[src/sv/blgr_pkg.sv]
// Shared types, constants and helper functions of the bitmap glyph row renderer.
// No dependencies; every other file of the block imports this package.
package blgr_pkg;

   // Glyph geometry limits and fixed values.
   localparam int unsigned MASK_COLS      = 32;
   localparam int unsigned MAX_GLYPH_COLS = 32;
   localparam int unsigned MAX_GLYPH_ROWS = 32;
   localparam int unsigned COLS_LIMIT =
      (MAX_GLYPH_COLS < MASK_COLS) ? MAX_GLYPH_COLS : MASK_COLS;
   localparam int unsigned ROWS_LIMIT =
      (MAX_GLYPH_ROWS < 32) ? MAX_GLYPH_ROWS : 32;
   localparam logic [7:0]  FALLBACK_GLYPH = 8'd63;  // the '?' character
   localparam int unsigned CURSOR_W       = 17;

   // Register indexes of the configuration port.
   typedef enum logic [2:0] {
      REG_FONT_READY  = 3'd0,
      REG_GLYPH_TOTAL = 3'd1,
      REG_GLYPH_BYTES = 3'd2,
      REG_GLYPH_COLS  = 3'd3,
      REG_GLYPH_ROWS  = 3'd4
   } csr_reg_type;

   // Request kinds.
   typedef enum logic {
      KIND_LOAD = 1'b0,
      KIND_DRAW = 1'b1
   } kind_type;

   typedef struct packed {
      logic        font_ready;
      logic [12:0] glyph_total;
      logic [7:0]  glyph_bytes;
      logic [5:0]  glyph_cols;
      logic [5:0]  glyph_rows;
   } cfg_type;

   typedef struct packed {
      kind_type    kind;
      logic [13:0] font_addr;
      logic [7:0]  font_byte;
      logic [7:0]  code;
      logic        start_text;
      logic [15:0] start_x;
      logic [15:0] pos_y;
      logic [7:0]  red;
      logic [7:0]  green;
      logic [7:0]  blue;
   } req_type;

   // One classified request as it waits between front and back.
   typedef struct packed {
      kind_type              kind;
      logic [13:0]           font_addr;
      logic [7:0]            font_byte;
      logic [7:0]            glyph;
      logic [CURSOR_W-1:0]   row_x;
      logic [15:0]           pos_y;
      logic [7:0]            red;
      logic [7:0]            green;
      logic [7:0]            blue;
   } item_type;

   typedef struct packed {
      logic [CURSOR_W-1:0] row_x;
      logic [CURSOR_W-1:0] row_y;
      logic [31:0]         pixel_mask;
      logic [7:0]          red;
      logic [7:0]          green;
      logic [7:0]          blue;
      logic                last_row;
   } result_type;

   // Width actually used for masks, bytes per row and cursor advance.
   function automatic logic [5:0] eff_cols(input logic [5:0] cols);
      if (cols > 6'(COLS_LIMIT)) begin
         return 6'(COLS_LIMIT);
      end
      return cols;
   endfunction

   // Row count actually drawn.
   function automatic logic [5:0] eff_rows(input logic [5:0] rows);
      if (rows > 6'(ROWS_LIMIT)) begin
         return 6'(ROWS_LIMIT);
      end
      return rows;
   endfunction

   // Store bytes per glyph row: the width rounded up to whole bytes.
   function automatic logic [2:0] bytes_per_row(input logic [5:0] cols);
      logic [6:0] t;
      t = {1'b0, cols} + 7'd7;
      return t[5:3];
   endfunction

   // Mask with one bit set for every drawn column.
   function automatic logic [31:0] col_mask(input logic [5:0] cols);
      if (cols >= 6'd32) begin
         return '1;
      end
      return (32'd1 << cols[4:0]) - 32'd1;
   endfunction

   // The leftmost pixel sits in the most significant bit of a font byte.
   function automatic logic [7:0] byte_to_mask(input logic [7:0] b);
      logic [7:0] r;
      for (int i = 0; i < 8; i++) begin
         r[i] = b[7 - i];
      end
      return r;
   endfunction

endpackage

[src/sv/blgr_queue.sv]
// Two-entry queue of classified requests between front end and back end.
// Depends on blgr_pkg.
module blgr_queue (
   input  logic               clock,
   input  logic               reset,
   input  logic               push,
   input  blgr_pkg::item_type push_item,
   output logic               full,
   input  logic               pop,
   output logic               valid,
   output blgr_pkg::item_type head
);
   import blgr_pkg::*;

   item_type   slot_ff [2];
   logic       wr_ff;
   logic       wr_in;
   logic       rd_ff;
   logic       rd_in;
   logic [1:0] cnt_ff;
   logic [1:0] cnt_in;

   assign full  = (cnt_ff == 2'd2);
   assign valid = (cnt_ff != 2'd0);
   assign head  = slot_ff[rd_ff];

   always_comb begin
      wr_in  = push ? ~wr_ff : wr_ff;
      rd_in  = pop ? ~rd_ff : rd_ff;
      cnt_in = cnt_ff + {1'b0, push} - {1'b0, pop};
   end

   always_ff @(posedge clock) begin
      if (push) begin
         slot_ff[wr_ff] <= push_item;
      end
   end

   always_ff @(posedge clock) begin
      if (reset) begin
         wr_ff  <= 1'b0;
         rd_ff  <= 1'b0;
         cnt_ff <= 2'd0;
      end else begin
         wr_ff  <= wr_in;
         rd_ff  <= rd_in;
         cnt_ff <= cnt_in;
      end
   end

endmodule

[config.mk]
export PLATFORM = sky130hd
export DESIGN_NAME = blgr_queue
export DESIGN_NICKNAME = d
export VERILOG_FILES = /design/src/sv/blgr_pkg.sv /design/src/sv/blgr_queue.sv
export SDC_FILE = /design/constraint.sdc
export NUM_CORES = 1
export LEC_CHECK = 0
export BUFFER_PORTS_ARGS = -buffer_cell sky130_fd_sc_hd__buf_2
export CAP_MARGIN = 20
export CORE_MARGIN = 4
export CORE_UTILIZATION = 30
export DETAILED_ROUTE_END_ITERATION = 8
export PLACE_DENSITY = 0.48
export SKIP_LAST_GASP = 1
export SLEW_MARGIN = 40
export SYNTH_ARGS = -nofsm -noshare
export SYNTH_HDL_FRONTEND = slang
export SYNTH_SLANG_ARGS = --single-unit
[constraint.sdc]
create_clock -name clock -period 6.43 [get_ports clock]
set_input_delay 0.643 -clock clock [delete_from_list [all_inputs] [get_ports clock]]
set_output_delay 0.643 -clock clock [all_outputs]
set_load 0.01 [all_outputs]
==> results.json <==
{
  "ir_worst_vdd_uv": 161,
  "synthArstFlopShare_pct": 0,
  "rsz0062_at_grt": "false",
  "multi_input_area_um2": 1190,
  "synth_top_family_by_area": "multiplexers",
  "cap_violations": 0,
  "final_hold_viol_count": 0,
  "ys_top_cells_by_area": "edfxtp_1 (80%), mux2_2 (12%), mux2_4 (4.5%), dfxtp_1 (1.5%), buf_6 (0.68%)",
  "cts-htree-levels": 4,
  "routed_wl_mm": 13.2,
  "fmax_mhz": 314,
  "setup-violations-final": 0,
  "num-fill-cells": 2052,
  "cts_hold_buffers": 0,
  "regArea_um2": 5390,
  "finalCritPeriodShare_pct": 49.5,
  "cts.root.buffer_cell": "clkbuf_16",
  "cp-start-kind": "register",
  "yosysTopAreaCellShare_pct": 79.5,
  "area_growth_pct": 26.8,
  "clk_latency_ns": 0.42,
  "num_antenna_cells": 0,
  "slew_headroom_pct": 49.2,
  "synth_edf_count": 176,
  "dieHeight_um": 157,
  "fin_crit_ns": 3.18,
  "grt_use_total_pct": 10.7,
  "worstMarginPinSlew_ns": 0.761,
  "endpoint_kind": "output port",
  "first_pass_iters": 4,
  "syn-instance-count": 295,
  "path_class": "register to output port",
  "yosys_most_used_dff": "edfxtp_1",
  "grt_pass1_wl_mm": 19.9,
  "syn_area_um2": 6650,
  "setup_ws_ns": 3.25,
  "core-area_um2": 21800,
  "postRouteAntennaNets": 0,
  "via_count": 3327,
  "yosys.cell_count.top_type": "edfxtp_1",
  "ios": 182,
  "cts_inserted_buffers": 17,
  "min_path_type": "primary input to register",
  "layout-drive-gt1-share_pct": 61.2,
  "rows": 54,
  "initial_core_util_pct": 30.4,
  "synth_warnings": 0,
  "cts_setup_buffers": 0,
  "die-area_um2": 24600,
  "arrival_ns": 2.54,
  "layout.nets": 583,
  "port_buffers": 181,
  "antenna_found_initial": 3,
  "cts_tree": "yes",
  "vias_per_cell": 4.25,
  "min-delay-start": "push_item[21]",
  "syn_avg_cell_area_um2": 22.5,
  "cp.required_ns": 5.79,
  "synth_fa_ha_area_share_pct": 0.377,
  "synthMuxAreaShare_pct": 16.0,
  "tns_ns": 0,
  "die_w_um": 157,
  "pre_cts_slack_ns": 3.63,
  "p_per_area_nw_per_um2": 318,
  "synth_nets": 389,
  "drc_errors": 0,
  "cts.sinks": 181,
  "ys_ff_latch": 181,
  "crit_fanout": 47,
  "place_congestion": 0.701,
  "grt_max_degree": 51,
  "routedWlPerCell_um": 16.9,
  "status": "completed",
  "skew_ns": 0.00662,
  "synth-compound-area-share_pct": 0,
  "whs_ns": 0.406,
  "drt_iter0_markers": 119,
  "yosys.cell_types.count": 14,
  "ctsResizeCount": 0,
  "cts_buffer_depth": 2,
  "dp_hpwl_mm": 8.50,
  "grt_overflow": 0,
  "yosysTopAreaCell": "edfxtp_1",
  "clk_pin_slew_ns": 0.07,
  "synth-simple-area-share_pct": 0.697,
  "grt_pass1_vias": 3752,
  "netlist_top_cells_count": "edfxtp_1 (176), mux2_2 (68), mux2_4 (20)",
  "synth-xor-area-share_pct": 0.603,
  "drv_slew": 0,
  "ys_seq_area_share_pct": 81.0,
  "p_leak_nw": 3.17,
  "reg2reg_from": "wr_ff$_SDFFE_PP0P_"
}
-- power by group --
| part | total [mW] | switching [mW] | internal, mW |
|---|---|---|---|
| logic | 0.290 | 0.146 | 0.144 |
| clock network | 0.985 | 0.445 | 0.540 |
| registers | 1.41 | 0.0285 | 1.38 |
| total | 2.68 | 0.619 | 2.06 |
-- per-stage QoR --
| step | cells | utilization (%) | cell area, µm² | total power, mW |
|---|---|---|---|---|
| final | 782 | 38.6 | 8430 | 2.68 |
| after global placement | 750 | 36.1 | 7870 | 1.72 |
| after detailed placement | 750 | 36.1 | 7870 | 1.73 |
| after global routing | 782 | 38.6 | 8430 | 2.81 |
| after CTS | 782 | 38.6 | 8430 | 2.72 |
| after floorplan | 295 | - | 6650 | 1.60 |
-- final timing paths --
path,to,slack [ns],depth (start not counted)
min reg2reg,rd_ff$_SDFFE_PP0P_,0.52,2
max,head[26],3.25,3
max reg2reg,slot_ff[1][18]$_DFFE_PP_,4.33,2
min,slot_ff[1][21]$_DFFE_PP_,0.41,1
-- cell usage in the layout (no fill, tap or decap), types with 2 or more instances in the layout --
cell,count
clkinvlp_4,2
nor2_1,4
dfxtp_1,4
inv_1,2
clkbuf_1,2
nor2b_1,2
inv_6,3
mux2_4,20
ha_1,2
buf_4,4
clkbuf_16,17
clkinv_4,3
edfxtp_1,176
xnor2_1,2
mux2_2,68
clkinv_2,3
buf_2,181
-- state kept, by name, summed over array words and instances (netlist names), named ones only --
| signal | count |
|---|---|
| cnt_ff | 2 |
| rd_ff | 1 |
| slot_ff | 176 |
| wr_ff | 1 |
-- cell families (layout without fill, tap and decap cells) --
family / Yosys count / count (layout)
mux: 88 / 88
simple gates: 9 / 9
buf+inv: 12 / 219
flops: 181 / 181
xor+xnor: 3 / 3
fa+ha+maj: 2 / 2
-- area by class of cell --
class	instances	area share (%)
flip-flops and latches	181	63.9
multi-input cells	102	14.1
repair buffers	185	11.1
clock buffers	19	5.14
well taps	280	4.16
clock inverters	13	1.47
inverters	2	0.0891
-- worst max-delay path, stage by stage (launching register included) --
cell and delay [ns]:
dfxtp_4 0.77, buf_4 0.69, mux2_2 0.43, buf_2 0.14
-- routing by layer --
layer  vias to the layer above  track usage [%]  share of wire [%]
met1                      1638             12.4                 40
met5                         -                0               0.28
met2                       121             17.5                 49
met3                        13             5.75                 10
li1                       1549                -                  -
met4                         6             2.98               0.86
Note: power is estimated with default switching activity, not from simulation.
