File: src/sv/blgr_pkg.sv
// Shared types, constants and helper functions of the bitmap glyph row renderer.
// No dependencies; every other file of the block imports this package.
package blgr_pkg;

   // Glyph geometry limits and fixed values.
   localparam int unsigned MASK_COLS      = 32;
   localparam int unsigned MAX_GLYPH_COLS = 32;
   localparam int unsigned MAX_GLYPH_ROWS = 32;
   localparam int unsigned COLS_LIMIT =
      (MAX_GLYPH_COLS < MASK_COLS) ? MAX_GLYPH_COLS : MASK_COLS;
   localparam int unsigned ROWS_LIMIT =
      (MAX_GLYPH_ROWS < 32) ? MAX_GLYPH_ROWS : 32;
   localparam logic [7:0]  FALLBACK_GLYPH = 8'd63;  // the '?' character
   localparam int unsigned CURSOR_W       = 17;

   // Register indexes of the configuration port.
   typedef enum logic [2:0] {
      REG_FONT_READY  = 3'd0,
      REG_GLYPH_TOTAL = 3'd1,
      REG_GLYPH_BYTES = 3'd2,
      REG_GLYPH_COLS  = 3'd3,
      REG_GLYPH_ROWS  = 3'd4
   } csr_reg_type;

   // Request kinds.
   typedef enum logic {
      KIND_LOAD = 1'b0,
      KIND_DRAW = 1'b1
   } kind_type;

   typedef struct packed {
      logic        font_ready;
      logic [12:0] glyph_total;
      logic [7:0]  glyph_bytes;
      logic [5:0]  glyph_cols;
      logic [5:0]  glyph_rows;
   } cfg_type;

   typedef struct packed {
      kind_type    kind;
      logic [13:0] font_addr;
      logic [7:0]  font_byte;
      logic [7:0]  code;
      logic        start_text;
      logic [15:0] start_x;
      logic [15:0] pos_y;
      logic [7:0]  red;
      logic [7:0]  green;
      logic [7:0]  blue;
   } req_type;

   // One classified request as it waits between front and back.
   typedef struct packed {
      kind_type              kind;
      logic [13:0]           font_addr;
      logic [7:0]            font_byte;
      logic [7:0]            glyph;
      logic [CURSOR_W-1:0]   row_x;
      logic [15:0]           pos_y;
      logic [7:0]            red;
      logic [7:0]            green;
      logic [7:0]            blue;
   } item_type;

   typedef struct packed {
      logic [CURSOR_W-1:0] row_x;
      logic [CURSOR_W-1:0] row_y;
      logic [31:0]         pixel_mask;
      logic [7:0]          red;
      logic [7:0]          green;
      logic [7:0]          blue;
      logic                last_row;
   } result_type;

   // Width actually used for masks, bytes per row and cursor advance.
   function automatic logic [5:0] eff_cols(input logic [5:0] cols);
      if (cols > 6'(COLS_LIMIT)) begin
         return 6'(COLS_LIMIT);
      end
      return cols;
   endfunction

   // Row count actually drawn.
   function automatic logic [5:0] eff_rows(input logic [5:0] rows);
      if (rows > 6'(ROWS_LIMIT)) begin
         return 6'(ROWS_LIMIT);
      end
      return rows;
   endfunction

   // Store bytes per glyph row: the width rounded up to whole bytes.
   function automatic logic [2:0] bytes_per_row(input logic [5:0] cols);
      logic [6:0] t;
      t = {1'b0, cols} + 7'd7;
      return t[5:3];
   endfunction

   // Mask with one bit set for every drawn column.
   function automatic logic [31:0] col_mask(input logic [5:0] cols);
      if (cols >= 6'd32) begin
         return '1;
      end
      return (32'd1 << cols[4:0]) - 32'd1;
   endfunction

   // The leftmost pixel sits in the most significant bit of a font byte.
   function automatic logic [7:0] byte_to_mask(input logic [7:0] b);
      logic [7:0] r;
      for (int i = 0; i < 8; i++) begin
         r[i] = b[7 - i];
      end
      return r;
   endfunction

endpackage

File: src/sv/blgr_front.sv
// Request front end: classifies requests, resolves the glyph and the cursor.
// Depends on blgr_pkg; feeds blgr_queue.
module blgr_front (
   input  logic              clock,
   input  logic              reset,
   input  logic              accept,
   input  blgr_pkg::req_type req,
   input  blgr_pkg::cfg_type cfg,
   output logic              push,
   output blgr_pkg::item_type push_item
);
   import blgr_pkg::*;

   logic [CURSOR_W-1:0] cursor_ff;
   logic [CURSOR_W-1:0] cursor_in;
   logic [CURSOR_W-1:0] row_x;
   logic [7:0]          glyph;
   logic                draw_ok;

   // Codes beyond the font fall back to the question mark, or to glyph zero
   // when even that is missing.
   always_comb begin
      if ({5'd0, req.code} >= cfg.glyph_total) begin
         glyph = ({5'd0, FALLBACK_GLYPH} < cfg.glyph_total) ? FALLBACK_GLYPH : 8'd0;
      end else begin
         glyph = req.code;
      end
   end

   assign row_x   = req.start_text ? {1'b0, req.start_x} : cursor_ff;
   assign draw_ok = (req.kind == KIND_DRAW) && cfg.font_ready;

   // Loads always go through; draws are dropped while the font is not ready.
   assign push = accept && ((req.kind == KIND_LOAD) || draw_ok);

   always_comb begin
      push_item.kind      = req.kind;
      push_item.font_addr = req.font_addr;
      push_item.font_byte = req.font_byte;
      push_item.glyph     = glyph;
      push_item.row_x     = row_x;
      push_item.pos_y     = req.pos_y;
      push_item.red       = req.red;
      push_item.green     = req.green;
      push_item.blue      = req.blue;
   end

   always_comb begin
      cursor_in = cursor_ff;
      if (accept && draw_ok) begin
         cursor_in = row_x + CURSOR_W'(eff_cols(cfg.glyph_cols));
      end
   end

   always_ff @(posedge clock) begin
      if (reset) begin
         cursor_ff <= '0;
      end else begin
         cursor_ff <= cursor_in;
      end
   end

endmodule

File: config.mk
export PLATFORM = sky130hd
export DESIGN_NAME = blgr_front
export DESIGN_NICKNAME = d
export VERILOG_FILES = /design/src/sv/blgr_pkg.sv /design/src/sv/blgr_front.sv
export SDC_FILE = /design/constraint.sdc
export NUM_CORES = 1
export LEC_CHECK = 0
export BUFFER_PORTS_ARGS = -buffer_cell sky130_fd_sc_hd__buf_2
export CORE_AREA = 3 3 83 85
export CTS_CLUSTER_SIZE = 40
export DETAILED_ROUTE_END_ITERATION = 16
export DIE_AREA = 0 0 86 88
export GPL_TIMING_DRIVEN = 1
export PLACE_DENSITY = 0.88
export SLEW_MARGIN = 20
export SYNTH_ARGS = -nofsm -noshare
export SYNTH_HDL_FRONTEND = slang
export SYNTH_SLANG_ARGS = --single-unit
File: constraint.sdc
create_clock -name clock -period 7.4 [get_ports clock]
set_input_delay 0 -clock clock [delete_from_list [all_inputs] [get_ports clock]]
set_output_delay 0 -clock clock [all_outputs]
set_load 0.01 [all_outputs]
==> impl_metrics.toml <==
[synthesis]
synthFlopType = "dfxtp_1"
avgSynthCellArea_um2 = 7.779
async_flop_share_pct = 0
synth_edf_count = 0
seq_area_frac_synth_pct = 16.09
syn_area_um2 = 2116
synth_cell_types = 42
synth_top_area_share_pct = 22.71
syn_inst = 272
ys_warn_count = 0
syn-num-nets = 412
yosysTopAreaCell = "buf_4"
ys_top_cells_by_area = "buf_4, dfxtp_1, ha_1, mux2_2, nand2_1"
synth_seq_cells = 17

[global_route]
grt_pass1_wl_um = 8190
use_met3_pct = 3.198
overflow = 0
grtUsageMet2_pct = 23.62
grt_max_degree = 27
antenna_found_initial = 0
grt_busiest_layer = "met2"
grt_pass1_vias = 1883
grt_usage_pct = 13.18
use_met1_pct = 14.47

[sta]
slew_headroom_pct = 39.38
slew_viol_final = 0
rsz0062_at_grt = "false"
hold_violations = 0
period_share_pct = 35.05
fmax_mhz = 385.5
fin_skew_ns = 0.002316
holdWs_ns = 0.000003468
setup_tns_ns = 0
tightestPinTransition_ns = 0.9060
setup_slack_ns = 4.806
min_period_ns = 2.594
setup_viol = 0

[clock_tree]
ctsHoldBuffers = 0
cts_setup_buffers = 0
worstSkewPairLatency_ns = 0.26
cts-htree-levels = 1
cts_root_buffer = "clkbuf_8"
numCtsBuffers = 3
path_clk_slew_ns = 0.07
cts_sinks = 17
cts_tree = "done"
cts_resized = 0
cts_max_path_buffers = 2

[setup_path]
critical_path_class = "in -> reg"
path_cells = "buf_2 -> mux2_2 -> ha_1 -> nor2_1 -> nor2_1 -> nand2_1 -> or4_1 -> a21oi_1"
crit_arrival_ns = 2.79
crit_path_top_delay_cell = "nor2_1"
cp.required_ns = 7.59
crit_start = "req[56]"
endpoint_kind = "flip-flop"
slowest_delay_ns = 0.68
critPathMostFrequentCell = "nor2_1"
startpoint_type = "primary input"
r2r_start = "cursor_ff[5]"
path_max_fanout = 26

[cells_and_area]
top_regs = "cursor_ff x17"
largest_reg_flops = 17
nets = 419
layout-drive-gt1-share_pct = 35.61
diodes = 0
largest-register = "cursor_ff"
syn_to_final_growth_pct = -0.2958
fin_util_pct = 33.61

[placed_design]
numPortBuffers = 75
place.gp.congestion = 0.8761
dpl.hpwl_um = 4122
dp_worst_setup_slack_ns = 4.556

[pwr]
leakagePower_nw = 1.013
p_per_area_nw_per_um2 = 121.4
comb_power_share_pct = 34.2
netSwitchingPower_mw = 0.08507
seqPwrFrac_pct = 37.6
switching_share_pct = 33.23
p_clk_share_pct = 28.2
power.internal_mw = 0.1710
peakVddDrop_mv = 0.1196

[flow_run]
maxCapViolations = 0

[route]
viasPerCell = 5.197
wirelength_um = 5082
drc = 0
drtPass1Iterations = 4
wl_per_cell_um = 14.32
ant_nets = 0
vias = 1845
drt_iter0_markers = 97

[floorplanning]
start_util_pct = 33.71
core_um2 = 6277
die-area_um2 = 7568
chipWidth_um = 86
fp.dieH_um = 88
std_cell_rows = 29
ios = 214

[hold_path]
hp-start = "req[37]"
min_path_type = "in -> out"

[outcome]
run_status = "finished clean"
-- per-stage QoR --
step	instance area [um^2]	total power, mW	std cells
after global routing	2110	0.2728	355
after global placement	2063	0.1827	351
final	2110	0.2560	355
after floorplan	2116	0.1884	272
after detailed placement	2063	0.1863	351
after CTS	2110	0.2603	355
-- cell usage in the layout (no fill, tap or decap), types with 2 or more instances in the layout --
cell	synthesis	layout
xor2_1	2	2
mux2_2	14	14
nand4_1	7	7
buf_2	2	75
clkbuf_8	0	3
a31o_2	3	3
or4_1	2	2
mux2i_1	8	8
a21o_1	2	2
nor2b_1	8	8
inv_1	17	17
xnor2_1	6	6
dfxtp_1	17	17
o21ai_0	8	8
ha_1	14	14
nor2_1	8	8
a211oi_1	4	4
a21boi_0	2	2
nand3_1	10	10
nand2_1	26	26
a22o_1	4	4
o21ai_1	2	2
a21oi_1	18	18
-- worst paths after layout --
| path | end | slack [ns] | depth (start not counted) |
|---|---|---|---|
| worst max register to register | cursor_ff[16] | 4.83 | 7 |
| worst min register to register | cursor_ff[0] | 0.46 | 2 |
| worst max-delay path | cursor_ff[16] | 4.81 | 8 |
| worst min-delay path | push_item[37] | 0.000003 | 0 |
-- synth_stat cells (7+ instances only) --
library cell and count:
buf_4 64, nand2_1 26, a21oi_1 18, dfxtp_1 17, inv_1 17, ha_1 14
mux2_2 14, nand3_1 10, mux2i_1 8, nor2_1 8, nor2b_1 8, o21ai_0 8
nand4_1 7
-- critical path, delay by kind of cell --
family	cells	cell delay (ns)
buffers and inverters	1	0.44
multiplexers	1	0.41
AND/OR/NAND/NOR	4	1.44
AO/OA/AOI/OAI	1	0.14
adder cells (fa/ha/maj)	1	0.33
-- layer usage --
layer | vias up | part of all wire (%)
met4 | 0 | 4.0
met2 | 85 | 47
met1 | 848 | 40
met3 | 27 | 8.7
li1 | 885 | -
met5 | - | 0
-- power groups by stage --
stage	Sequential [mW]	Combinational [mW]	Clock [mW]
after floorplan	0.0977	0.0907	0
after global placement	0.0980	0.0846	0
after detailed placement	0.0982	0.0881	0
after CTS	0.0961	0.0885	0.0757
after global routing	0.0965	0.0992	0.0772
final	0.0962	0.0876	0.0722
-- cell type report --
cell class | instances | area [um^2]
Fill cell | 648 | 4168
Multi-Input combinational cell | 165 | 1187
Timing Repair Buffer | 75 | 375.4
Sequential cell | 17 | 340.3
Tap cell | 77 | 96.34
Inverter | 17 | 63.81
Clock buffer | 3 | 41.29
Clock inverter | 1 | 5.005
-- logic make-up after synthesis --
| logic type | synth area share (%) |
|---|---|
| DFF | 16.09 |
| buffers and inverters | 27.79 |
| adders and majority gates | 9.225 |
| muxes | 11.24 |
| and+or+nand+nor | 17.15 |
| AOI/OAI and AO/OA | 15.20 |
| xor gates and xnor gates | 3.312 |
No activity file was read; power rests on OpenSTA's default activity.
